--- src/sv/cssp_pkg.sv ---
// ----------------------------------------------------------------------------
// cssp_pkg
// Shared types and constants for the convex shape support point block.
// ----------------------------------------------------------------------------
package cssp_pkg;

    localparam int COORD_W = 32;
    localparam int RAD_W   = 31;
    localparam int ADDR_W  = 5;
    localparam int DATA_W  = 32;

    // 1.0 in Q16.16
    localparam logic [RAD_W-1:0] FRAC_ONE = RAD_W'(65536);

    typedef enum logic [1:0] {
        KIND_TRI  = 2'd0,
        KIND_CIRC = 2'd1,
        KIND_CAPS = 2'd2
    } shape_kind_t;

    // register indexes (paddr[4:2])
    localparam logic [2:0] REG_KIND   = 3'd0;
    localparam logic [2:0] REG_P0X    = 3'd1;
    localparam logic [2:0] REG_P0Y    = 3'd2;
    localparam logic [2:0] REG_P1X    = 3'd3;
    localparam logic [2:0] REG_P1Y    = 3'd4;
    localparam logic [2:0] REG_P2X    = 3'd5;
    localparam logic [2:0] REG_P2Y    = 3'd6;
    localparam logic [2:0] REG_RADIUS = 3'd7;

    typedef struct packed {
        logic [1:0]               kind;
        logic signed [COORD_W-1:0] p0x;
        logic signed [COORD_W-1:0] p0y;
        logic signed [COORD_W-1:0] p1x;
        logic signed [COORD_W-1:0] p1y;
        logic signed [COORD_W-1:0] p2x;
        logic signed [COORD_W-1:0] p2y;
        logic [RAD_W-1:0]          radius;
    } cfg_t;

    // chosen base point and direction flags, carried alongside the divide
    typedef struct packed {
        logic signed [COORD_W-1:0] px;
        logic signed [COORD_W-1:0] py;
        logic                      neg_x;
        logic                      neg_y;
        logic                      zero;
    } side_t;

endpackage

--- src/sv/cssp_cfg.sv ---
// ----------------------------------------------------------------------------
// cssp_cfg
// APB register file holding the shape description.
// ----------------------------------------------------------------------------
module cssp_cfg (
    input  logic                          clk,
    input  logic                          rst_n,
    input  logic                          psel,
    input  logic                          penable,
    input  logic                          pwrite,
    input  logic [cssp_pkg::ADDR_W-1:0]   paddr,
    input  logic [cssp_pkg::DATA_W-1:0]   pwdata,
    output logic [cssp_pkg::DATA_W-1:0]   prdata,
    output cssp_pkg::cfg_t                cfg
);
    import cssp_pkg::*;

    cfg_t       cfg_reg;
    logic [2:0] idx;
    logic       wr;

    assign idx = paddr[4:2];
    assign wr  = psel && penable && pwrite;
    assign cfg = cfg_reg;

    always_ff @(posedge clk or negedge rst_n)
    begin
        if (!rst_n)
        begin
            cfg_reg <= '0;
        end
        else if (wr)
        begin
            case (idx)
                REG_KIND:   cfg_reg.kind   <= pwdata[1:0];
                REG_P0X:    cfg_reg.p0x    <= $signed(pwdata);
                REG_P0Y:    cfg_reg.p0y    <= $signed(pwdata);
                REG_P1X:    cfg_reg.p1x    <= $signed(pwdata);
                REG_P1Y:    cfg_reg.p1y    <= $signed(pwdata);
                REG_P2X:    cfg_reg.p2x    <= $signed(pwdata);
                REG_P2Y:    cfg_reg.p2y    <= $signed(pwdata);
                REG_RADIUS: cfg_reg.radius <= pwdata[RAD_W-1:0];
                default:    cfg_reg        <= cfg_reg;
            endcase
        end
    end

    always_comb
    begin
        case (idx)
            REG_KIND:   prdata = {30'd0, cfg_reg.kind};
            REG_P0X:    prdata = cfg_reg.p0x;
            REG_P0Y:    prdata = cfg_reg.p0y;
            REG_P1X:    prdata = cfg_reg.p1x;
            REG_P1Y:    prdata = cfg_reg.p1y;
            REG_P2X:    prdata = cfg_reg.p2x;
            REG_P2Y:    prdata = cfg_reg.p2y;
            REG_RADIUS: prdata = {1'b0, cfg_reg.radius};
            default:    prdata = '0;
        endcase
    end

endmodule

--- config.mk ---
export PLATFORM = sky130hd
export DESIGN_NAME = cssp_cfg
export DESIGN_NICKNAME = d
export VERILOG_FILES = /design/src/sv/cssp_pkg.sv /design/src/sv/cssp_cfg.sv
export SDC_FILE = /design/constraint.sdc
export NUM_CORES = 1
export LEC_CHECK = 0
export BUFFER_PORTS_ARGS = -buffer_cell sky130_fd_sc_hd__buf_2
export CAP_MARGIN = 25
export CORE_UTILIZATION = 55
export CTS_CLUSTER_DIAMETER = 200
export DETAILED_ROUTE_END_ITERATION = 16
export GPL_ROUTABILITY_DRIVEN = 1
export PLACE_DENSITY = 0.83
export RECOVER_POWER = 100
export SLEW_MARGIN = 5
export SYNTH_ARGS = -nofsm -noshare
export SYNTH_HDL_FRONTEND = slang
export SYNTH_SLANG_ARGS = --single-unit
--- constraint.sdc ---
create_clock -name clk -period 2.7 [get_ports clk]
set_clock_uncertainty 0.15 [all_clocks]
set_input_delay 0.54 -clock clk [delete_from_list [all_inputs] [get_ports clk]]
set_output_delay 0.54 -clock clk [all_outputs]
set_load 0.01 [all_outputs]
# ---- Word-level counts from Yosys, hierarchy flattened
# Index checks and enable logic that the tools add are counted.
# W data, S select, Z words.
dict set report classes {
  n_mux 1
  n_reduce_logical 11
  eq_ne 7
}
# cell n
set ops {}
lappend ops {{$pmux W32 S8} 1}
lappend ops {{$reduce_and A2 Y1} 8}
lappend ops {{$eq A3 B3 Y1 const B} 4}
lappend ops {{$eq A3 B2 Y1 const B} 2}
lappend ops {{$eq A3 B1 Y1 const B} 1}
lappend ops {{$logic_not A3 Y1} 1}
lappend ops {{$logic_and A1 B1 Y1} 2}
dict set report totals {
  register_bits 225
  inputBits 42
  elab_cells 27
  output_inout_bits 257
}

# ---- Longest topological paths before layout
dict set report depth {
  word_depth 3
  ltp_mapped 6
}

# ---- Worst setup path after synthesis
# Ideal clock, no wire load.
dict set report synth_path {
  path_kind {input-to-output}
  startpoint {input paddr[2] (netlist bit)}
  endpoint {output prdata[24] (netlist bit)}
  path_buffers 2
  required_ns 2.010
  setup_slack_ns 0.359
  path_stages 5
  t_arrival_ns 1.651
  cell_sequence {buf_2 -> buf_2 -> mux4_2 -> nand2_1 -> o21ai_0}
}
dict set report synth_via {
  elab_chain_cells 2
  elab_cells_between_ends 9
  cone_classes {eq/ne: 7; mux: 1; reduce/logical: 1}
}
# item line_no
set synth_rtl {}
lappend synth_rtl {{from (decl)} cssp_cfg.sv:11} ;# input logic [cssp_pkg::ADDR_W-1:0] paddr,
lappend synth_rtl {{$eq A3 B3 Y1, or another cell as far along} cssp_cfg.sv:50} ;# case (idx)
lappend synth_rtl {{$pmux W32 S8 (*)} cssp_cfg.sv:50}
lappend synth_rtl {{to (decl)} cssp_cfg.sv:13} ;# output logic [cssp_pkg::DATA_W-1:0] prdata,
# Mark *: on every way between the ends. The rest lies on a longest branch, timed or not.

# ---- Worst setup path in the final report
dict set report layout_path {
  startpoint {input paddr[2] (netlist bit)}
  endpoint {output prdata[10] (netlist bit)}
}
# The elaborated chain is that of the path after synthesis.

==> impl_metrics.ini <==
[final_layout]
final_nets = 1038
seq_area_sq_um = 5630
postLayoutCoreUtil_pct = 69.7
drive_gt1_share_pct = 38.1
multiInputGateArea_sq_um = 4180
syn_to_final_growth_pct = 23.7
num-fill-cells = 1420
largest_register_ffs = 225
finalInstanceArea_sq_um = 12600
stdcell_count = 1243

[hold_path]
hp-class = primary input to register
min_from = pwdata[26]
hold_depth = 2
whs_endpoint = cfg[185]

[worst_setup_path]
crit_path_max_incr_delay_ns = 0.35
r2r_setup_slack_ns = 1.69
regToRegStartpoint = cfg[186]
required_ns = 2.01
timing.rr.end = cfg[186]
startpoint_type = primary input
critPathSlowestCell = clkbuf_2
critical-path-top-delay-family = buffers and inverters
crit_start = paddr[2]
path_common_cell = clkbuf_2
worst-r2r-cell-count = 1
path_buf_inv = 4
arrival_ns = 1.95
crit_type = primary input to output port
path_max_fanout = 10
cp-end-kind = output port
worstPathCellList = buf_2 > buf_12 > nor2b_2 > clkbuf_2 > a22oi_1 > o221ai_1 > clkbuf_2

[clocking]
clk_latency_ns = 0.51
cts.path.max_buffers = 3
htreeDepth = 1
clk_transition_reported_paths_ns = 0.06
cts_setup_buffers = 0
root_buffer = clkbuf_16
cts_tree = yes
cts_sinks = 225
cts_buffers = 24

[floorplan]
pin_count = 299
fp.dieH_microns = 138
initial_utilization_pct = 56.4
core-area_sq_um = 18000
rows = 49
die_area_sq_um = 19000
die_w_microns = 138

[sta]
finalCriticalPeriod_ns = 2.64
grt_setup_unrepaired = no
hold_viol = 0
fin_ws_ns = 0.0581
maxSlewHeadroom_pct = -17.1
tns_ns = 0
final_max_slew_viol_count = 74
hold-worst-slack_ns = 0.185
setup_viol = 0
worstMarginPinSlew_ns = 1.76
clock.fmax_mhz = 379
period_share_pct = 97.8

[run]
maxCapViolCount = 1

[synth]
syn_avg_cell_area_sq_um = 15.0
ys_seq_elements = 225
ys_warn_count = 0
synthCells = 679
seq_area_frac_synth_pct = 55.4
netlist_area_sq_um = 10200
synth.net_count = 721
synth_cell_type_count = 30

[run_status]
outcome = complete, but fails checks
violations = max-capacitance violations, max-slew violations

[power_and_ir_drop]
cellLeakagePower_nw = 5.57
power_density_nw_per_um2 = 820
power_mw = 10.3
vdd.ir_drop.worst_mv = 0.651

[placed_design]
gp_congestion = 0.819
dp_hpwl_microns = 20400
place_ws_ns = 0.0774
dpl_cell_area_sq_um = 12300
placement.io_buffers = 296
dp_cells = 1198

[global_route]
grt_max_degree = 76
grt_pass1_vias = 7679
grtUsageTotal_pct = 31.8
grt_pass1_wl_microns = 44900
grt_antenna_before_repair = 0
grt_remaining_overflow = 0

[drt]
drc = 0
vias_per_cell = 6.05
route.detailed.wl_per_inst_microns = 24.4
drtIter0Drc = 474
wirelength_microns = 30400
detail-route-antenna-nets = 0
first_pass_iters = 5
vias = 7516
Yosys cell counts:
| library cell | count | area share (%) |
|---|---|---|
| a21oi_1 | 2 | 0.099 |
| a221o_1 | 1 | 0.099 |
| a221oi_1 | 3 | 0.26 |
| a22o_1 | 1 | 0.086 |
| a22oi_1 | 55 | 4.1 |
| and3b_1 | 2 | 0.17 |
| buf_1 | 3 | 0.11 |
| buf_2 | 29 | 1.4 |
| buf_4 | 5 | 0.37 |
| buf_6 | 3 | 0.33 |
| clkbuf_1 | 11 | 0.41 |
| clkinv_1 | 1 | 0.037 |
| dfrtp_1 | 225 | 55 |
| mux2_1 | 3 | 0.33 |
| mux2_2 | 222 | 25 |
| mux2_4 | 30 | 4.4 |
| mux2i_1 | 1 | 0.099 |
| mux4_2 | 18 | 4.0 |
| nand2_1 | 12 | 0.44 |
| nand2b_1 | 2 | 0.12 |
| nand3_1 | 1 | 0.049 |
| nand3b_1 | 2 | 0.15 |
| nand4_1 | 1 | 0.062 |
| nand4b_1 | 1 | 0.086 |
| nor2_1 | 12 | 0.44 |
| nor2b_1 | 3 | 0.18 |
| nor3b_2 | 1 | 0.12 |
| o21ai_0 | 12 | 0.59 |
| o221ai_1 | 15 | 1.3 |
| or3_1 | 2 | 0.12 |
what timing repair did:
| item | 4_1_cts | 5_1_grt |
|---|---|---|
| endpoints found under the hold margin | 70 | 0 |
| gates resized for setup | 0 | 0 |
| hold buffers | 1 | 0 |
layout by cell type (no fill, tap or decap), drive strengths merged:
cell type	instances
a22o	1
nand4b	1
a21oi	2
a221o	1
nand2	12
mux2	255
nand3b	2
and3b	2
mux2i	1
or3	2
nand2b	2
a221oi	3
nor2	12
clkinv	8
nor3b	1
nand4	1
nand3	1
bufinv	2
buf	83
nor2b	3
dlygate4sd3	1
dfrtp	225
o21ai	12
o221ai	15
clkbuf	291
diode	2
a22oi	55
mux4	18
where the power goes:
part / leakage, nW / internal [mW] / switching, mW
combinational: 2.30 / 1.10 / 1.26
clock: 0.398 / 1.99 / 1.35
sequential: 2.88 / 4.04 / 0.574
total: 5.57 / 7.12 / 3.18
cell type report:
type                            count  share of cell area (%)
Sequential cell                   225                    44.8
Antenna cell                        2                  0.0398
Clock buffer                       33                    5.53
Timing Repair Buffer              342                    13.3
Clock inverter                      9                   0.816
Inverter                            1                  0.0299
Tap cell                          229                    2.28
Multi-Input combinational cell    402                    33.3
layer usage:
| layer | global-route usage, % | share of wire [%] | wire length [microns] |
|---|---|---|---|
| met4 | 12.7 | 3.5 | 1050 |
| met2 | 51.5 | 48 | 14600 |
| met3 | 8.00 | 8.4 | 2560 |
| met1 | 41.1 | 40 | 12200 |
| met5 | 0 | 0 | 0 |
logic make-up (layout without fill, tap and decap cells):
family	count (synthesis)	in the layout	synth area share, %
multiplexers	274	274	33.5
flip-flops	225	225	55.4
AO/OA/AOI/OAI	89	89	6.49
buffers and inverters	52	385	2.68
AND/OR/NAND/NOR	39	39	1.96
other	0	2	0
worst max path at each step:
| stage | to | slack, ns | depth (start not counted) |
|---|---|---|---|
| 2_1_floorplan | prdata[24] | 0.36 | 5 |
| 3_3_place_gp | cfg[115] | 0.1 | 8 |
| 4_1_cts | prdata[14] | 0.08 | 6 |
| 3_5_place_dp | cfg[100] | 0.08 | 8 |
| 6_report | prdata[10] | 0.06 | 7 |
| 5_1_grt | prdata[15] | 0.01 | 6 |
(Power assumes the default switching activity.)
