## src/sv/cssp_sqrt.sv

```systemverilog
// ----------------------------------------------------------------------------
// cssp_sqrt
// Pipelined integer square root, two result bits per stage, 16 stages.
// ----------------------------------------------------------------------------
module cssp_sqrt (
    input  logic        clk,
    input  logic        en,
    input  logic [62:0] n_in,
    input  logic [30:0] a_in,
    input  logic [30:0] b_in,
    output logic [31:0] m_out,
    output logic [30:0] a_out,
    output logic [30:0] b_out
);
    localparam int STAGES = 16;

    // one digit-by-digit step: returns {rem, root}
    function automatic logic [65:0] sq_step(input logic [33:0] rem,
                                            input logic [31:0] root,
                                            input logic [1:0]  bits);
        logic [35:0] r;
        logic [35:0] t;
        logic [33:0] rem_n;
        logic [31:0] root_n;
        r = {rem, bits};
        t = {2'b00, root, 2'b01};
        if (r >= t)
        begin
            rem_n  = 34'(r - t);
            root_n = {root[30:0], 1'b1};
        end
        else
        begin
            rem_n  = r[33:0];
            root_n = {root[30:0], 1'b0};
        end
        return {rem_n, root_n};
    endfunction

    logic [33:0] rem_reg  [STAGES];
    logic [31:0] root_reg [STAGES];
    logic [63:0] rest_reg [STAGES];
    logic [30:0] a_reg    [STAGES];
    logic [30:0] b_reg    [STAGES];

    for (genvar s = 0; s < STAGES; s++)
    begin : g_stage
        logic [33:0] rem_i;
        logic [31:0] root_i;
        logic [63:0] rest_i;
        logic [65:0] st1, st2;

        always_comb
        begin
            if (s == 0)
            begin
                rem_i  = '0;
                root_i = '0;
                rest_i = {1'b0, n_in};
            end
            else
            begin
                rem_i  = rem_reg[s-1];
                root_i = root_reg[s-1];
                rest_i = rest_reg[s-1];
            end
            st1 = sq_step(rem_i, root_i, rest_i[63:62]);
            st2 = sq_step(st1[65:32], st1[31:0], rest_i[61:60]);
        end

        always_ff @(posedge clk)
        begin
            if (en)
            begin
                rem_reg[s]  <= st2[65:32];
                root_reg[s] <= st2[31:0];
                rest_reg[s] <= {rest_i[59:0], 4'd0};
                a_reg[s]    <= (s == 0) ? a_in : a_reg[(s == 0) ? 0 : s-1];
                b_reg[s]    <= (s == 0) ? b_in : b_reg[(s == 0) ? 0 : s-1];
            end
        end
    end

    assign m_out = root_reg[STAGES-1];
    assign a_out = a_reg[STAGES-1];
    assign b_out = b_reg[STAGES-1];

endmodule

```

## config.mk

```make
export PLATFORM = sky130hd
export DESIGN_NAME = cssp_sqrt
export DESIGN_NICKNAME = d
export VERILOG_FILES = /design/src/sv/cssp_sqrt.sv
export SDC_FILE = /design/constraint.sdc
export NUM_CORES = 2
export LEC_CHECK = 0
export ABC_AREA = 1
export CAP_MARGIN = 10
export CORE_MARGIN = 5
export CORE_UTILIZATION = 41
export DETAILED_ROUTE_END_ITERATION = 7
export DONT_BUFFER_PORTS = 1
export GPL_TIMING_DRIVEN = 0
export PLACE_DENSITY_LB_ADDON = 0.2
export SLEW_MARGIN = 5
export SYNTH_ARGS = -nofsm -noshare
export SYNTH_HDL_FRONTEND = slang
export SYNTH_SLANG_ARGS = --single-unit
```

## constraint.sdc

```tcl
create_clock -name clk -period 9.25 [get_ports clk]
set_input_delay 0.925 -clock clk [delete_from_list [all_inputs] [get_ports clk]]
set_output_delay 0.925 -clock clk [all_outputs]
set_load 0.01 [all_outputs]
```

# Word level (Yosys, flattened, before mapping)
# Memories as Yosys holds them, arrays and structs flattened.
# Cells that the tools add are included.
[word_totals] register_bits=0 n_memories=5 mem_bits_rw=3008
[op_classes] magnitude_cmp=32 add_sub_neg=32 muxes=66
[memory_table] name="rest_reg" depth=16 word_bits=60 read_ports=15 rd_clocked_by_memory_dff=0 wr=16 line_no="42" text="logic [63:0] rest_reg [STAGES];"
[memory_table] name="rem_reg" depth=16 word_bits=34 read_ports=15 rd_clocked_by_memory_dff=0 wr=16 line_no="40" text="logic [33:0] rem_reg [STAGES];"
[memory_table] name="root_reg" depth=16 word_bits=32 read_ports=16 rd_clocked_by_memory_dff=0 wr=16 line_no="41" text="logic [31:0] root_reg [STAGES];"
[memory_table] name="a_reg" depth=16 word_bits=31 read_ports=16 rd_clocked_by_memory_dff=0 wr=16 line_no="43" text="logic [30:0] a_reg [STAGES];"
[memory_table] name="b_reg" depth=16 word_bits=31 read_ports=16 rd_clocked_by_memory_dff=0 wr=16 line_no="44" text="logic [30:0] b_reg [STAGES];"
[op_table] cell="34-bit 2-to-1 mux" count=32
[op_table] cell="36-bit by 34-bit greater-or-equal comparator with 1-bit output" count=30
[op_table] cell="34-bit subtractor" count=30
[op_table] cell="36-bit by 3-bit greater-or-equal comparator with 1-bit output" count=1
[op_table] cell="1-bit 2-to-1 mux" count=34
[op_table] cell="34-bit by 3-bit subtractor with 34-bit output" count=1
[op_table] cell="1-bit by 1-bit subtractor with 2-bit output (second input constant)" count=1
[op_table] cell="1-bit greater-or-equal comparator (second input constant)" count=1

# Logic depth before layout (Yosys ltp)
# An unclocked memory read counts as a cell.
[depth] depth_word=5 mapped_depth=34 depth_no_buf=32

# Worst setup path before layout
# OpenSTA, ideal clock, no wires.
[synth_path] path_kind="register -> register" startpoint="mem rem_reg[10][19] (netlist: rem_reg[1][87])" endpoint="mem rem_reg[11][10] (netlist: rem_reg[1][112]), data pin" t_arrival_ns=4.005 setup_time_ns=0.261 path_stages_with_launch=28 period_less_slack_ns=4.267 slack_ns=4.983 n_path_buf=4 required_time_ns=8.989 cell_sequence="edfxtp_1 > ha_1 > a21oi_1 > inv_1 > a21oi_1 > nand2_1 > nor3b_2 > nand2_2 > buf_4 > inv_1 > buf_1 > o21ai_0 > ha_1 > nand2_1 > nor2_1 > inv_1 > nor2_1 > inv_1 > nor4_1 > nand3_1 > nor3_1 > nand2_1 > nand3_2 > inv_2 > buf_6 > buf_6 > nand2_1 > o21ai_0"
[synth_rtl] item="from (decl)" line_no="40"

==> metrics.md <==
| Metric | Value |
|---|---|
| Logic pwr share | a little under two fifths |
| Fin util | 45.6% |
| DP HPWL | roughly 260000 um |
| R2R cell count | 27 |
| Tightest Pin Transition | roughly 1500 ps |
| Max FO, Critical Path | 10 |
| Hold Path Stages | 0 |
| Die width | 556 um |
| Post-place setup slack | 2850 ps |
| # port buffers | 0 |
| Worst path required time | slightly below 10000 ps |
| Final-stage net count | ~14000 |
| Top cells by area, synth | edfxtp_1 55%, nand2_1 10%, ha_1 5.7%, inv_1 5.1%, nor2_1 4.2% |
| Switching share of total power | 38.6% |
| Grt total ovfl | 0 |
| Remaining antenna violation count after routing | 0 |
| P_sw | roughly 14 mW |
| CP arrival | around 7300 ps |
| Vias post-DR | about 90000 |
| Clock power frac | roughly 25% |
| Pint | around 23 mW |
| Worst hold path type | input pin to flip-flop |
| CTS resizes | 0 |
| Syn_area_per_cell | slightly above 9 um2 |
| Final hold vios | 0 |
| Seq cells post-synth | 2225 |
| Number of synthesized flops with an enable pin | about 2200 |
| Power share of the sequential group | between 30% and 40% |
| Total track usage | between 20% and 30% |
| Pins Over Slew Limit | 0 |
| Slowest cell delay on critical path | about 510 ps |
| Metal-1 WL | approximately 150000 um |
| LEAKAGE | ~55 nW |
| Clock Skew | between 50 and 60 ps |
| Cell row count | 200 |
| Cell count along the critical path | 27 |
| Top-area cell type share of the netlist area | between 50% and 60% |
| Drt first pass iters | 6 |
| # clock sinks | 2225 |
| Area Growth Syn to Fin | 10.6% |
| Vias/cell | around 5.1 |
| RSZ-0062 raised after global routing | false |
| Dominant cell type by area after synthesis | edfxtp_1 |
| Die H | 556 um |
| CTS Root Cell | clkbuf_16 |
| Antenna violations before repair | 23 |
| Max VDD drop | 0.000205 V |
| Boundary pin count | between 200 and 250 |
| Buffers and inverters on the worst path | 8 |
| Critical path launch point type | flip-flop |
| # Post-CTS Setup Buffers | 0 |
| Clk buf depth | 4 |
| Minimum clock period | 6620 ps |
| Vias in the first global route | 85300 |
| Seq/Total Area, Yosys | a little over half |
| Final setup viols | 0 |
| CP max-delay cell | nor3_1 |
| Die area | 309000 um2 |
| H-tree levels | 4 |
| GP Congestion | about 0.95 |
| Hold Buf Count CTS | 0 |
| Mapped Cells | 13200 |
| MaxCap Viol Count | 0 |
| Slew headroom | under 10% |
| Power, Total | 36.7 mW |
| TNS Setup | 0 ps |
| Initial Utilization | 41.2% |
| DR iter-0 viols | between 8000 and 9000 |
| Ys flop type | edfxtp_1 |
| Fmax | between 0.15 and 0.2 GHz |
| Run status | completed |
| WL/cell | around 19 um |
| Yosys cell types | 71 |
| Post-synthesis net count | around 14000 |
| Met3 WL post-DR | 16700 um |
| Final WL | around 330000 um |
| Fraction of layout cells with a size suffix above 1 | ~5.8% |
| PnR worst setup slack | between 2000 and 3000 ps |
| YS warnings | 0 |
| Filler cells | ~29000 |
| Final Cycle Share | 71.6% |
| Drt drc | 0 |
| Cell Area, Synth | between 100000 and 150000 um2 |
| Core box area | 297000 um2 |
| Worst Setup Path Type | flip-flop to flip-flop |
| Pwr dens | 271 nW/um2 |
| Worst-Skew Late Latency | around 900 ps |
| Largest net degree at the start of global routing | ~290 |
| FFs w/ async S/R, synth | 0% |
| CP delay by family, top | simple AND/OR/NAND/NOR gates |
| Met2 wire length | 150000 um |
| Critical path capture point type | flip-flop |
| CTS tree | built |
| Most common cell on crit path | nand2_1 |
| Reg clk slew, reported paths | approximately 60 ps |
| DR top layer | met5 |
| CTS Buf Count | about 240 |
| First-pass GRT wire length | 498000 um |
==> metal layers <==
layer,global-route usage [%],vias to the layer above
met5,0,-
met4,4.80,2
met3,2.40,456
met2,33.8,2275
met1,29.0,42200
li1,-,45300
==> stage by stage <==
stage          instance area [um2]  hold slack [ps]  instances
6_report                    135000              116      17600
4_1_cts                     135000             4.87      17600
2_1_floorplan               122000              400      13200
3_5_place_dp                127000              405      17100
3_3_place_gp                127000              400      17100
5_1_grt                     135000             19.8      17600
==> cell usage in the layout (no fill, tap or decap), drive strengths merged, types with 14 or more instances in the layout <==
| cell type | synthesis | final |
|---|---|---|
| a21boi | 19 | 19 |
| a21o | 59 | 59 |
| a21oi | 740 | 740 |
| a31oi | 67 | 67 |
| buf | 151 | 163 |
| bufinv | 0 | 19 |
| clkbuf | 53 | 342 |
| clkinv | 2 | 117 |
| clkinvlp | 0 | 15 |
| edfxtp | 2225 | 2225 |
| ha | 556 | 556 |
| inv | 1680 | 1688 |
| nand2 | 3340 | 3340 |
| nand3 | 817 | 817 |
| nand3b | 44 | 44 |
| nand4 | 225 | 225 |
| nor2 | 1418 | 1418 |
| nor3 | 203 | 203 |
| nor4 | 45 | 45 |
| o211ai | 14 | 14 |
| o21a | 31 | 31 |
| o21ai | 797 | 797 |
| o21bai | 60 | 60 |
| or2 | 40 | 40 |
| xnor2 | 285 | 285 |
| xor2 | 242 | 242 |
==> cells by family (layout without fill, tap and decap cells) <==
group           after synthesis  count (layout)  synth area share [%]
compound gates             1836            1836                  8.25
xor+xnor                    527             527                  3.78
fa+ha+maj                   556             556                  5.69
buf+inv                    1886            2344                  6.32
flops                      2225            2225                  54.7
other cells                   0               3                     0
simple gates               6168            6168                  21.3
==> worst paths after layout <==
check                         from         endpoint  slack, ps
hold / removal            n_in[16]  rest_reg[0][16]        120
setup reg to reg  root_reg[1][173]  rem_reg[1][229]       2630
hold reg to reg    rest_reg[0][11]  rest_reg[0][75]        360
setup / recovery  root_reg[1][173]  rem_reg[1][229]       2630
==> area by class of cell <==
cell class              count  area (um2)  area share [%]
diodes                      3        7.51         0.00555
plain buffers             204        1410            1.04
clock buffers             289        6230            4.61
clock inverters           157        1460            1.08
inverters                1682        6320            4.67
multi-input cells        9087       47700            35.3
flip-flops and latches   2225       66800            49.4
well taps                3939        4930            3.65
repair buffers             12         330           0.244
==> cell usage after synthesis, types with 4 or more instances <==
cell and number:
inv_2 30, or2_2 32, o31ai_1 10, a21oi_2 22
nand3b_1 44, or2_1 5, o21a_1 31, nor4_1 43
o211ai_1 14, nor2_1 1358, clkbuf_1 51, xnor2_1 285
a211oi_1 9, a31oi_1 67, nand2_1 3289, buf_4 86
nor2_4 7, nor3_1 194, nor3b_1 8, and2_1 11
o21bai_1 59, a21oi_1 717, nand3_2 22, o21ai_0 676
a31o_2 7, buf_2 25, nand2_2 49, a21o_1 59
buf_6 35, o21ai_2 21, inv_1 1649, nand4_1 221
nor2_2 53, o221ai_1 4, edfxtp_1 2225, o2111ai_1 6
xor2_1 242, nor3_2 9, a21boi_0 19, ha_1 556
o21ai_1 100, and3_1 11, nand3_1 793
==> worst reg2reg max path, stage by stage, from the launching register on <==
cell	delay, ps
edfxtp_1	490
inv_1	120
ha_1	360
nand2_1	140
nor2_1	400
nand2_1	90
nor3_1	510
a21oi_1	270
nand2_2	330
inv_1	100
clkbuf_1	270
clkbuf_1	360
nand2_1	120
o21ai_0	160
ha_1	460
nand2_1	160
nor2_1	170
inv_1	60
nor2_1	300
nand4_1	130
nor2_1	360
nand2_1	120
nand3_1	100
inv_1	50
nand2_2	120
inv_2	110
buf_2	250
o21ai_0	310
==> power by group through the flow <==
| stage | logic [mW] | registers [mW] | clock network (mW) |
|---|---|---|---|
| 6_report | 13.8 | 13.6 | 9.30 |
| 5_1_grt | 15.5 | 13.6 | 10.1 |
| 4_1_cts | 13.7 | 13.6 | 9.66 |
| 3_5_place_dp | 13.6 | 13.8 | 0 |
| 3_3_place_gp | 13.4 | 13.8 | 0 |
| 2_1_floorplan | 9.88 | 13.3 | 0 |
(Power assumes the default switching activity.)
