$ cat config.mk
export PLATFORM = sky130hd
export DESIGN_NAME = cssp_norm
export DESIGN_NICKNAME = d
export VERILOG_FILES = /design/src/sv/cssp_pkg.sv /design/src/sv/cssp_norm.sv
export SDC_FILE = /design/constraint.sdc
export NUM_CORES = 2
export LEC_CHECK = 0
export BUFFER_PORTS_ARGS = -buffer_cell sky130_fd_sc_hd__buf_2
export CAP_MARGIN = 20
export CORE_UTILIZATION = 60
export CTS_CLUSTER_DIAMETER = 40
export CTS_CLUSTER_SIZE = 40
export DETAILED_ROUTE_END_ITERATION = 12
export PLACE_DENSITY = 0.86
export SYNTH_ARGS = -nofsm -noshare
export SYNTH_HDL_FRONTEND = slang
export SYNTH_SLANG_ARGS = --single-unit
export TNS_END_PERCENT = 20
$ cat constraint.sdc
create_clock -name clk -period 11.2 [get_ports clk]
set_input_delay 1.12 -clock clk [delete_from_list [all_inputs] [get_ports clk]]
set_output_delay 1.12 -clock clk [all_outputs]
set_load 0.01 [all_outputs]
$ cat src/sv/cssp_pkg.sv
// ----------------------------------------------------------------------------
// cssp_pkg
// Shared types and constants for the convex shape support point block.
// ----------------------------------------------------------------------------
package cssp_pkg;

    localparam int COORD_W = 32;
    localparam int RAD_W   = 31;
    localparam int ADDR_W  = 5;
    localparam int DATA_W  = 32;

    // 1.0 in Q16.16
    localparam logic [RAD_W-1:0] FRAC_ONE = RAD_W'(65536);

    typedef enum logic [1:0] {
        KIND_TRI  = 2'd0,
        KIND_CIRC = 2'd1,
        KIND_CAPS = 2'd2
    } shape_kind_t;

    // register indexes (paddr[4:2])
    localparam logic [2:0] REG_KIND   = 3'd0;
    localparam logic [2:0] REG_P0X    = 3'd1;
    localparam logic [2:0] REG_P0Y    = 3'd2;
    localparam logic [2:0] REG_P1X    = 3'd3;
    localparam logic [2:0] REG_P1Y    = 3'd4;
    localparam logic [2:0] REG_P2X    = 3'd5;
    localparam logic [2:0] REG_P2Y    = 3'd6;
    localparam logic [2:0] REG_RADIUS = 3'd7;

    typedef struct packed {
        logic [1:0]               kind;
        logic signed [COORD_W-1:0] p0x;
        logic signed [COORD_W-1:0] p0y;
        logic signed [COORD_W-1:0] p1x;
        logic signed [COORD_W-1:0] p1y;
        logic signed [COORD_W-1:0] p2x;
        logic signed [COORD_W-1:0] p2y;
        logic [RAD_W-1:0]          radius;
    } cfg_t;

    // chosen base point and direction flags, carried alongside the divide
    typedef struct packed {
        logic signed [COORD_W-1:0] px;
        logic signed [COORD_W-1:0] py;
        logic                      neg_x;
        logic                      neg_y;
        logic                      zero;
    } side_t;

endpackage

$ cat src/sv/cssp_norm.sv
// ----------------------------------------------------------------------------
// cssp_norm
// Direction magnitude normalize (top bit to bit 30) and a*a + b*b, 4 stages.
// ----------------------------------------------------------------------------
module cssp_norm (
    input  logic                             clk,
    input  logic                             en,
    input  logic signed [cssp_pkg::COORD_W-1:0] dx,
    input  logic signed [cssp_pkg::COORD_W-1:0] dy,
    output logic [62:0]                      n_out,
    output logic [30:0]                      a_out,
    output logic [30:0]                      b_out
);
    import cssp_pkg::*;

    function automatic logic [5:0] lzc(input logic [31:0] v);
        logic [5:0] n;
        logic       found;
        n     = 6'd32;
        found = 1'b0;
        for (int i = 31; i >= 0; i--)
        begin
            if (v[i] && !found)
            begin
                n     = 6'(31 - i);
                found = 1'b1;
            end
        end
        return n;
    endfunction

    logic [31:0] a1_reg, b1_reg;
    logic [5:0]  lz1_reg;
    logic [30:0] a2_reg, b2_reg, a3_reg, b3_reg, a4_reg, b4_reg;
    logic [61:0] sa3_reg, sb3_reg;
    logic [62:0] n4_reg;

    logic [31:0] a1_next, b1_next, mx;
    logic [30:0] a2_next, b2_next;

    always_comb
    begin
        a1_next = dx[31] ? 32'(-dx) : 32'(dx);
        b1_next = dy[31] ? 32'(-dy) : 32'(dy);
        mx      = (a1_next > b1_next) ? a1_next : b1_next;
        if (lz1_reg == 6'd0)
        begin
            a2_next = a1_reg[31:1];
            b2_next = b1_reg[31:1];
        end
        else
        begin
            a2_next = 31'(a1_reg << (lz1_reg - 6'd1));
            b2_next = 31'(b1_reg << (lz1_reg - 6'd1));
        end
    end

    always_ff @(posedge clk)
    begin
        if (en)
        begin
            a1_reg  <= a1_next;
            b1_reg  <= b1_next;
            lz1_reg <= lzc(mx);
            a2_reg  <= a2_next;
            b2_reg  <= b2_next;
            sa3_reg <= 62'(a2_reg) * 62'(a2_reg);
            sb3_reg <= 62'(b2_reg) * 62'(b2_reg);
            a3_reg  <= a2_reg;
            b3_reg  <= b2_reg;
            n4_reg  <= 63'(sa3_reg) + 63'(sb3_reg);
            a4_reg  <= a3_reg;
            b4_reg  <= b3_reg;
        end
    end

    assign n_out = n4_reg;
    assign a_out = a4_reg;
    assign b_out = b4_reg;

endmodule

==> Word level (Yosys, flattened, before mapping) <==
Cells that the tools add are included.
{ "word_totals": {"output_inout_bits": 125, "mem_bits_ro": 0, "elab_cells": 192, "register_bits": 443, "memories": 0, "latch_bits": 0, "in_bits": 66, "mem_bits_rw": 0} }
{ "op_classes": {"n_reduce_logical": 68, "eq_ne": 0, "n_mux": 98, "addsub": 4, "div_mod_pow": 0, "n_bitwise": 0, "n_lt_le_gt_ge": 1, "n_shift": 2, "n_mul": 2} }
{ "ops": {"columns": ["op", "n"], "rows": [
  ["multiplier 31 x 31 -> 62 bit", 2],
  ["2-to-1 mux 32 bit", 3],
  ["2-to-1 mux 5 bit", 15],
  ["negator 32 bit", 2],
  ["<< shifter 32 x 6 -> 31 bit", 2],
  ["adder 62 x 62 -> 63 bit", 1],
  ["2-to-1 mux 1 bit", 63],
  ["2-to-1 mux 31 bit", 2],
  ["greater-than comparator 32 bit", 1],
  ["2-to-1 mux 4 bit", 8],
  ["logical AND 1 bit", 31],
  ["zero test 1 bit", 31],
  ["OR reduction 31 bit", 1],
  ["OR reduction 16 bit", 1],
  ["2-to-1 mux 3 bit", 4],
  ["OR reduction 8 bit", 1],
  ["zero test 6 bit", 1],
  ["2-to-1 mux 6 bit", 1],
  ["subtractor 6 x 1 -> 6 bit (second input constant)", 1],
  ["2-to-1 mux 2 bit", 2],
  ["OR reduction 4 bit", 1],
  ["OR reduction 2 bit", 1]
]} }

==> Longest topological paths before layout <==
{ "depth": {"word_depth": 129, "mapped_depth": 33, "ltp_nobuf": 30} }

==> Worst setup path before layout <==
No wires, ideal clock.
{ "synth_path": {"path_kind": "reg-to-reg", "startpoint": "register a2_reg[17]", "endpoint": "register sa3_reg[59], data pin", "t_arrival_ns": 7.782, "synth_period_minus_slack_ns": 8.043, "setup_ns": 0.261, "n_path_buf": 3, "setup_slack_ns": 3.157, "stages_incl_launch_ff": 32, "required_time_ns": 10.939, "cell_sequence": "edfxtp_1 clkbuf_1 clkbuf_1 nand2_1 fa_1 inv_1 fa_1 fa_1 inv_1 fa_1 inv_1 fa_1 inv_1 fa_1 inv_1 fa_1 inv_1 fa_1 inv_1 ha_1 clkbuf_1 nand2_1 o21ai_0 a211oi_1 o31ai_1 a21o_1 a211oi_1 o21a_1 o21a_1 o31ai_1 nand2_1 a311o_1"} }
{ "synth_via": {"elab_chain_cells": 1} }
{ "synth_rtl": {"columns": ["element", "line", "source"], "rows": [
  ["start: declaration", "cssp_norm.sv:34", "logic [30:0] a2_reg, b2_reg, a3_reg, b3_reg, a4_reg, b4_reg;"],
  ["start signal: assignment", "cssp_norm.sv:65", "a2_reg <= a2_next;"],
  ["multiplier 31 x 31 -> 62 bit", "cssp_norm.sv:67", "sa3_reg <= 62'(a2_reg) * 62'(a2_reg);"],
  ["end signal: assignment", "cssp_norm.sv:67", null],
  ["end: declaration", "cssp_norm.sv:35", "logic [61:0] sa3_reg, sb3_reg;"]
]} }
No other way between the ends.
A chain may end at the register's enable or synchronous reset.

==> Final worst setup path <==
{ "layout_path": {"startpoint": "register a2_reg[6]", "endpoint": "register sa3_reg[46], data pin"} }
The elaborated chain is that of the path after synthesis.

==> tab_implementation.tex <==
\begin{tabular}{lr}
\hline
Metric & Value \\
\hline
\multicolumn{2}{l}{\textbf{Status}} \\
\quad Result of the run & finished, final reports clean \\
\multicolumn{2}{l}{\textbf{CTS}} \\
\quad Number of clock sinks seen by CTS & 439 \\
\quad CTS Root Cell & sky130\_fd\_sc\_hd\_\_clkbuf\_16 \\
\quad Hold buffer count at CTS & 0 \\
\quad Clk slew on worst S/H paths & 0.06 ns \\
\quad Clock buffer depth & 3 \\
\quad Cts bufs inserted & 68 \\
\quad H-tree depth & 3 \\
\quad Clock network latency to the later pin of the worst-skew pair & 0.69 ns \\
\quad Post-cts repair resize count & 0 \\
\quad CTS tree & done \\
\quad Number of setup buffers added after CTS & 0 \\
\multicolumn{2}{l}{\textbf{GRT}} \\
\quad Via count of the first global-routing pass & 61200 \\
\quad Total routing usage reported by global routing & 34.0\% \\
\quad First-pass GRT wire length & 330000 um \\
\quad Initial antenna violation count & 15 \\
\quad Overflow left after global routing & 0 \\
\quad Maximum number of pins on one net before global-route repair & 122 \\
\multicolumn{2}{l}{\textbf{STA}} \\
\quad Final setup fails & 0 \\
\quad Final Cycle Share & 85.4\% \\
\quad Final count of hold timing violations & 0 \\
\quad Time the final worst path needs with I/O delays and setup & 9.57 ns \\
\quad Worst slew pin tran & 1.23 ns \\
\quad Setup repair after global routing missed its margin & false \\
\quad Clk\_skew & 0.0373 ns \\
\quad Relative max-transition margin & 18.3\% \\
\quad Final Slew Violations & 0 \\
\quad Fmax & 105 MHz \\
\quad Sum of negative setup slack & 0 ns \\
\multicolumn{2}{l}{\textbf{Hold path}} \\
\quad Endpoint, Worst Hold & a\_out[24] \\
\quad HP Start & a3\_reg[24] \\
\quad Hold/Removal Path Class & flop to flop \\
\quad Worst Hold Path Cells & 0 \\
\multicolumn{2}{l}{\textbf{Detailed routing}} \\
\quad Sum of routed wire length over all layers & 209000 um \\
\quad Routed met3 length & 23000 um \\
\quad Detailed-route wire length per cell & 22.3 um \\
\quad Total via count after detailed routing & 55300 \\
\quad Met1 layer wirelength in the final routing & 73800 um \\
\quad Detail Route met2 WL & 99600 um \\
\quad Max layer used & met5 \\
\quad DR vias/cell & 5.91 \\
\quad Antenna viol nets, final & 0 \\
\quad Number of remaining DRC errors & 0 \\
\quad First-pass detailed-route iteration total & 6 \\
\quad First-iteration detailed-routing DRC count & 5575 \\
\multicolumn{2}{l}{\textbf{Worst setup path}} \\
\quad Endpoint of the worst-slack reg-to-reg timing path & sa3\_reg[46] \\
\quad Delay contributed by the slowest stage of the critical path & 0.83 ns \\
\quad Library cell contributing the largest single delay on the critical path & sky130\_fd\_sc\_hd\_\_edfxtp\_1 \\
\quad Kind of launch point of the worst setup path & flop \\
\quad Cells on worst reg2reg path & 26 \\
\quad Classification of the worst setup path & flop to flop \\
\quad Register-to-register setup slack & 1.63 ns \\
\quad Arrival time at the worst endpoint & 9.99 ns \\
\quad Combined buffer and inverter count along the critical path & 5 \\
\quad Family of cells with the greatest summed delay on the critical path & adder cells \\
\quad Critical R2R Launch & a2\_reg[6] \\
\quad Max FO, Critical Path & 11 \\
\quad Critical path capture point type & flop \\
\quad Data required time of the critical path & 11.62 ns \\
\quad Most common cell on crit path & sky130\_fd\_sc\_hd\_\_fa\_1 \\
\multicolumn{2}{l}{\textbf{Final layout}} \\
\quad Most used cells in the layout excluding fill and tap cells & sky130\_fd\_sc\_hd\_\_inv\_1 (1905), sky130\_fd\_sc\_hd\_\_fa\_1 (1501), sky130\_fd\_sc\_hd\_\_nand2\_1 (701) \\
\quad Layout net count & 9833 \\
\quad Share of post-route cells with drive strength above 1 & 6.64\% \\
\quad Register Area & 13200 um2 \\
\quad Max FFs per register & 63 \\
\quad Most common library cell in the layout ignoring fill and taps & sky130\_fd\_sc\_hd\_\_inv\_1 \\
\quad Area growth from synthesis to final layout & 7.01\% \\
\quad Area used by multi-input combinational logic & 54600 um2 \\
\quad Fillcell total & 9337 \\
\multicolumn{2}{l}{\textbf{Synthesis}} \\
\quad XOR/XNOR Fraction of Synth Area & 2.96\% \\
\quad Sequential fraction of the synthesis area & 17.4\% \\
\quad Post-synth design cell area & 75900 um2 \\
\quad Prevailing post-synth register cell & sky130\_fd\_sc\_hd\_\_edfxtp\_1 \\
\quad Arithmetic-cell share of the synthesized area counting full adders, half adders and majority gates & 49.7\% \\
\quad Number of enable flip-flop cells after synthesis & 439 \\
\quad Compound-gate portion of the synthesized area & 6.97\% \\
\quad Largest family of logic cells by synthesized area & adder cells \\
\quad Syn Inst Count & 7544 \\
\quad Synthesis Warnings & 0 \\
\quad Number of distinct standard cells referenced by the synthesized netlist & 92 \\
\quad Synth Area in Simple Gates & 10.5\% \\
\quad Synthesized area per cell & 10.1 um2 \\
\quad Share of flip-flops with an asynchronous set or reset & 0\% \\
\quad Flip-flop and latch count after synthesis & 439 \\
\quad Share of cell area taken by muxes after synthesis & 1.70\% \\
\quad Post-Syn Nets & 9726 \\
\multicolumn{2}{l}{\textbf{Place}} \\
\quad Half-perimeter wire length of the detailed placement result & 166000 um \\
\quad Final GP Congestion & 0.999 \\
\quad Number of buffers inserted by port buffering & 190 \\
\multicolumn{2}{l}{\textbf{Die}} \\
\quad Die W & 358 um \\
\quad Core Area & 126000 um2 \\
\quad Number of primary I/O pins & 191 \\
\quad Effective utilization at floorplan & 60.5\% \\
\quad Row Count & 130 \\
\quad DIE AREA & 128000 um2 \\
\quad Y dimension of the die & 358 um \\
\multicolumn{2}{l}{\textbf{Job}} \\
\quad Number of violations of the max-capacitance limit & 0 \\
\hline
\end{tabular}
==> worst max-delay path by stage <==
stage / depth (start not counted) / to / from
after global routing: 26 / sa3_reg[46] / a2_reg[6]
after global placement: 26 / sa3_reg[46] / a2_reg[6]
after floorplan: 31 / sa3_reg[59] / a2_reg[17]
after CTS: 26 / sa3_reg[46] / a2_reg[6]
final: 26 / sa3_reg[46] / a2_reg[6]
after detailed placement: 26 / sa3_reg[46] / a2_reg[6]
==> kinds of logic after synthesis <==
| kind of cell | count (synthesis) |
|---|---|
| buffers and inverters | 2183 |
| adders and majority gates | 2116 |
| and+or+nand+nor | 1647 |
| AOI/OAI and AO/OA | 810 |
| DFF | 439 |
| xor gates and xnor gates | 256 |
| muxes | 93 |
==> per-stage QoR <==
step / hold WS [ns] / worst slack, ns / instances / instance area, um2 / utilization [%]
floorplan: 0.400 / 3.16 / 7544 / 75900 / -
global placement: 0.401 / 2.12 / 9229 / 78800 / 62.8
detailed placement: 0.405 / 1.82 / 9229 / 78800 / 62.8
CTS: 0.414 / 1.84 / 9354 / 81200 / 64.7
global route: 0.422 / 1.34 / 9357 / 81200 / 64.7
finish: 0.406 / 1.63 / 9363 / 81200 / 64.7
==> worst register-to-register path: stages, from the launching register on <==
cell                        delay [ns]
sky130_fd_sc_hd__edfxtp_1         0.83
sky130_fd_sc_hd__clkinv_1         0.65
sky130_fd_sc_hd__nor2_1           0.38
sky130_fd_sc_hd__fa_1             0.51
sky130_fd_sc_hd__fa_1             0.58
sky130_fd_sc_hd__fa_1             0.44
sky130_fd_sc_hd__fa_1             0.50
sky130_fd_sc_hd__inv_1            0.06
sky130_fd_sc_hd__fa_1             0.51
sky130_fd_sc_hd__inv_1            0.05
sky130_fd_sc_hd__ha_1             0.28
sky130_fd_sc_hd__inv_1            0.05
sky130_fd_sc_hd__fa_1             0.45
sky130_fd_sc_hd__fa_1             0.49
sky130_fd_sc_hd__inv_1            0.04
sky130_fd_sc_hd__ha_1             0.34
sky130_fd_sc_hd__a21o_1           0.20
sky130_fd_sc_hd__a21o_1           0.21
sky130_fd_sc_hd__a2111oi_0        0.46
sky130_fd_sc_hd__o22ai_1          0.23
sky130_fd_sc_hd__a2bb2oi_1        0.68
sky130_fd_sc_hd__o21ai_0          0.33
sky130_fd_sc_hd__a31o_2           0.35
sky130_fd_sc_hd__a211o_1          0.26
sky130_fd_sc_hd__a21oi_1          0.21
sky130_fd_sc_hd__o21bai_1         0.10
sky130_fd_sc_hd__xor2_1           0.15
==> cell type report <==
cell class | instances | share of cell area, %
timing repair buffer | 299 | 2.22
clock buffer | 72 | 2.11
tap | 1650 | 2.54
antenna | 7 | 0.0216
sequential | 439 | 16.2
inverter | 1921 | 8.87
clock inverter | 53 | 0.818
multi-input combinational | 4922 | 67.2
==> layer usage <==
metal  global-route usage (%)  vias to the layer above
li1                         -                    23500
met1                     42.0                    27600
met2                     55.9                     3282
met3                     7.82                      862
met4                     18.1                        4
met5                        0                        -
==> cells in the mapped netlist (42+ instances only) <==
library cell / count / area [um2]
sky130_fd_sc_hd__inv_1: 1905 / 7150
sky130_fd_sc_hd__o21ai_0: 179 / 896
sky130_fd_sc_hd__nand3_1: 45 / 225
sky130_fd_sc_hd__fa_1: 1501 / 30000
sky130_fd_sc_hd__xor2_1: 82 / 718
sky130_fd_sc_hd__nand2_1: 701 / 2630
sky130_fd_sc_hd__ha_1: 615 / 7690
sky130_fd_sc_hd__mux2i_1: 50 / 500
sky130_fd_sc_hd__a21oi_1: 216 / 1080
sky130_fd_sc_hd__a21o_1: 111 / 833
sky130_fd_sc_hd__a211oi_1: 42 / 315
sky130_fd_sc_hd__nor2_1: 259 / 972
sky130_fd_sc_hd__and2_1: 385 / 2410
sky130_fd_sc_hd__clkbuf_1: 242 / 908
sky130_fd_sc_hd__xnor2_1: 173 / 1520
sky130_fd_sc_hd__edfxtp_1: 439 / 13200
Power is left out: the tool's default activity adds up to more than one toggle a clock period on the data nets, which glitch-free logic cannot reach.
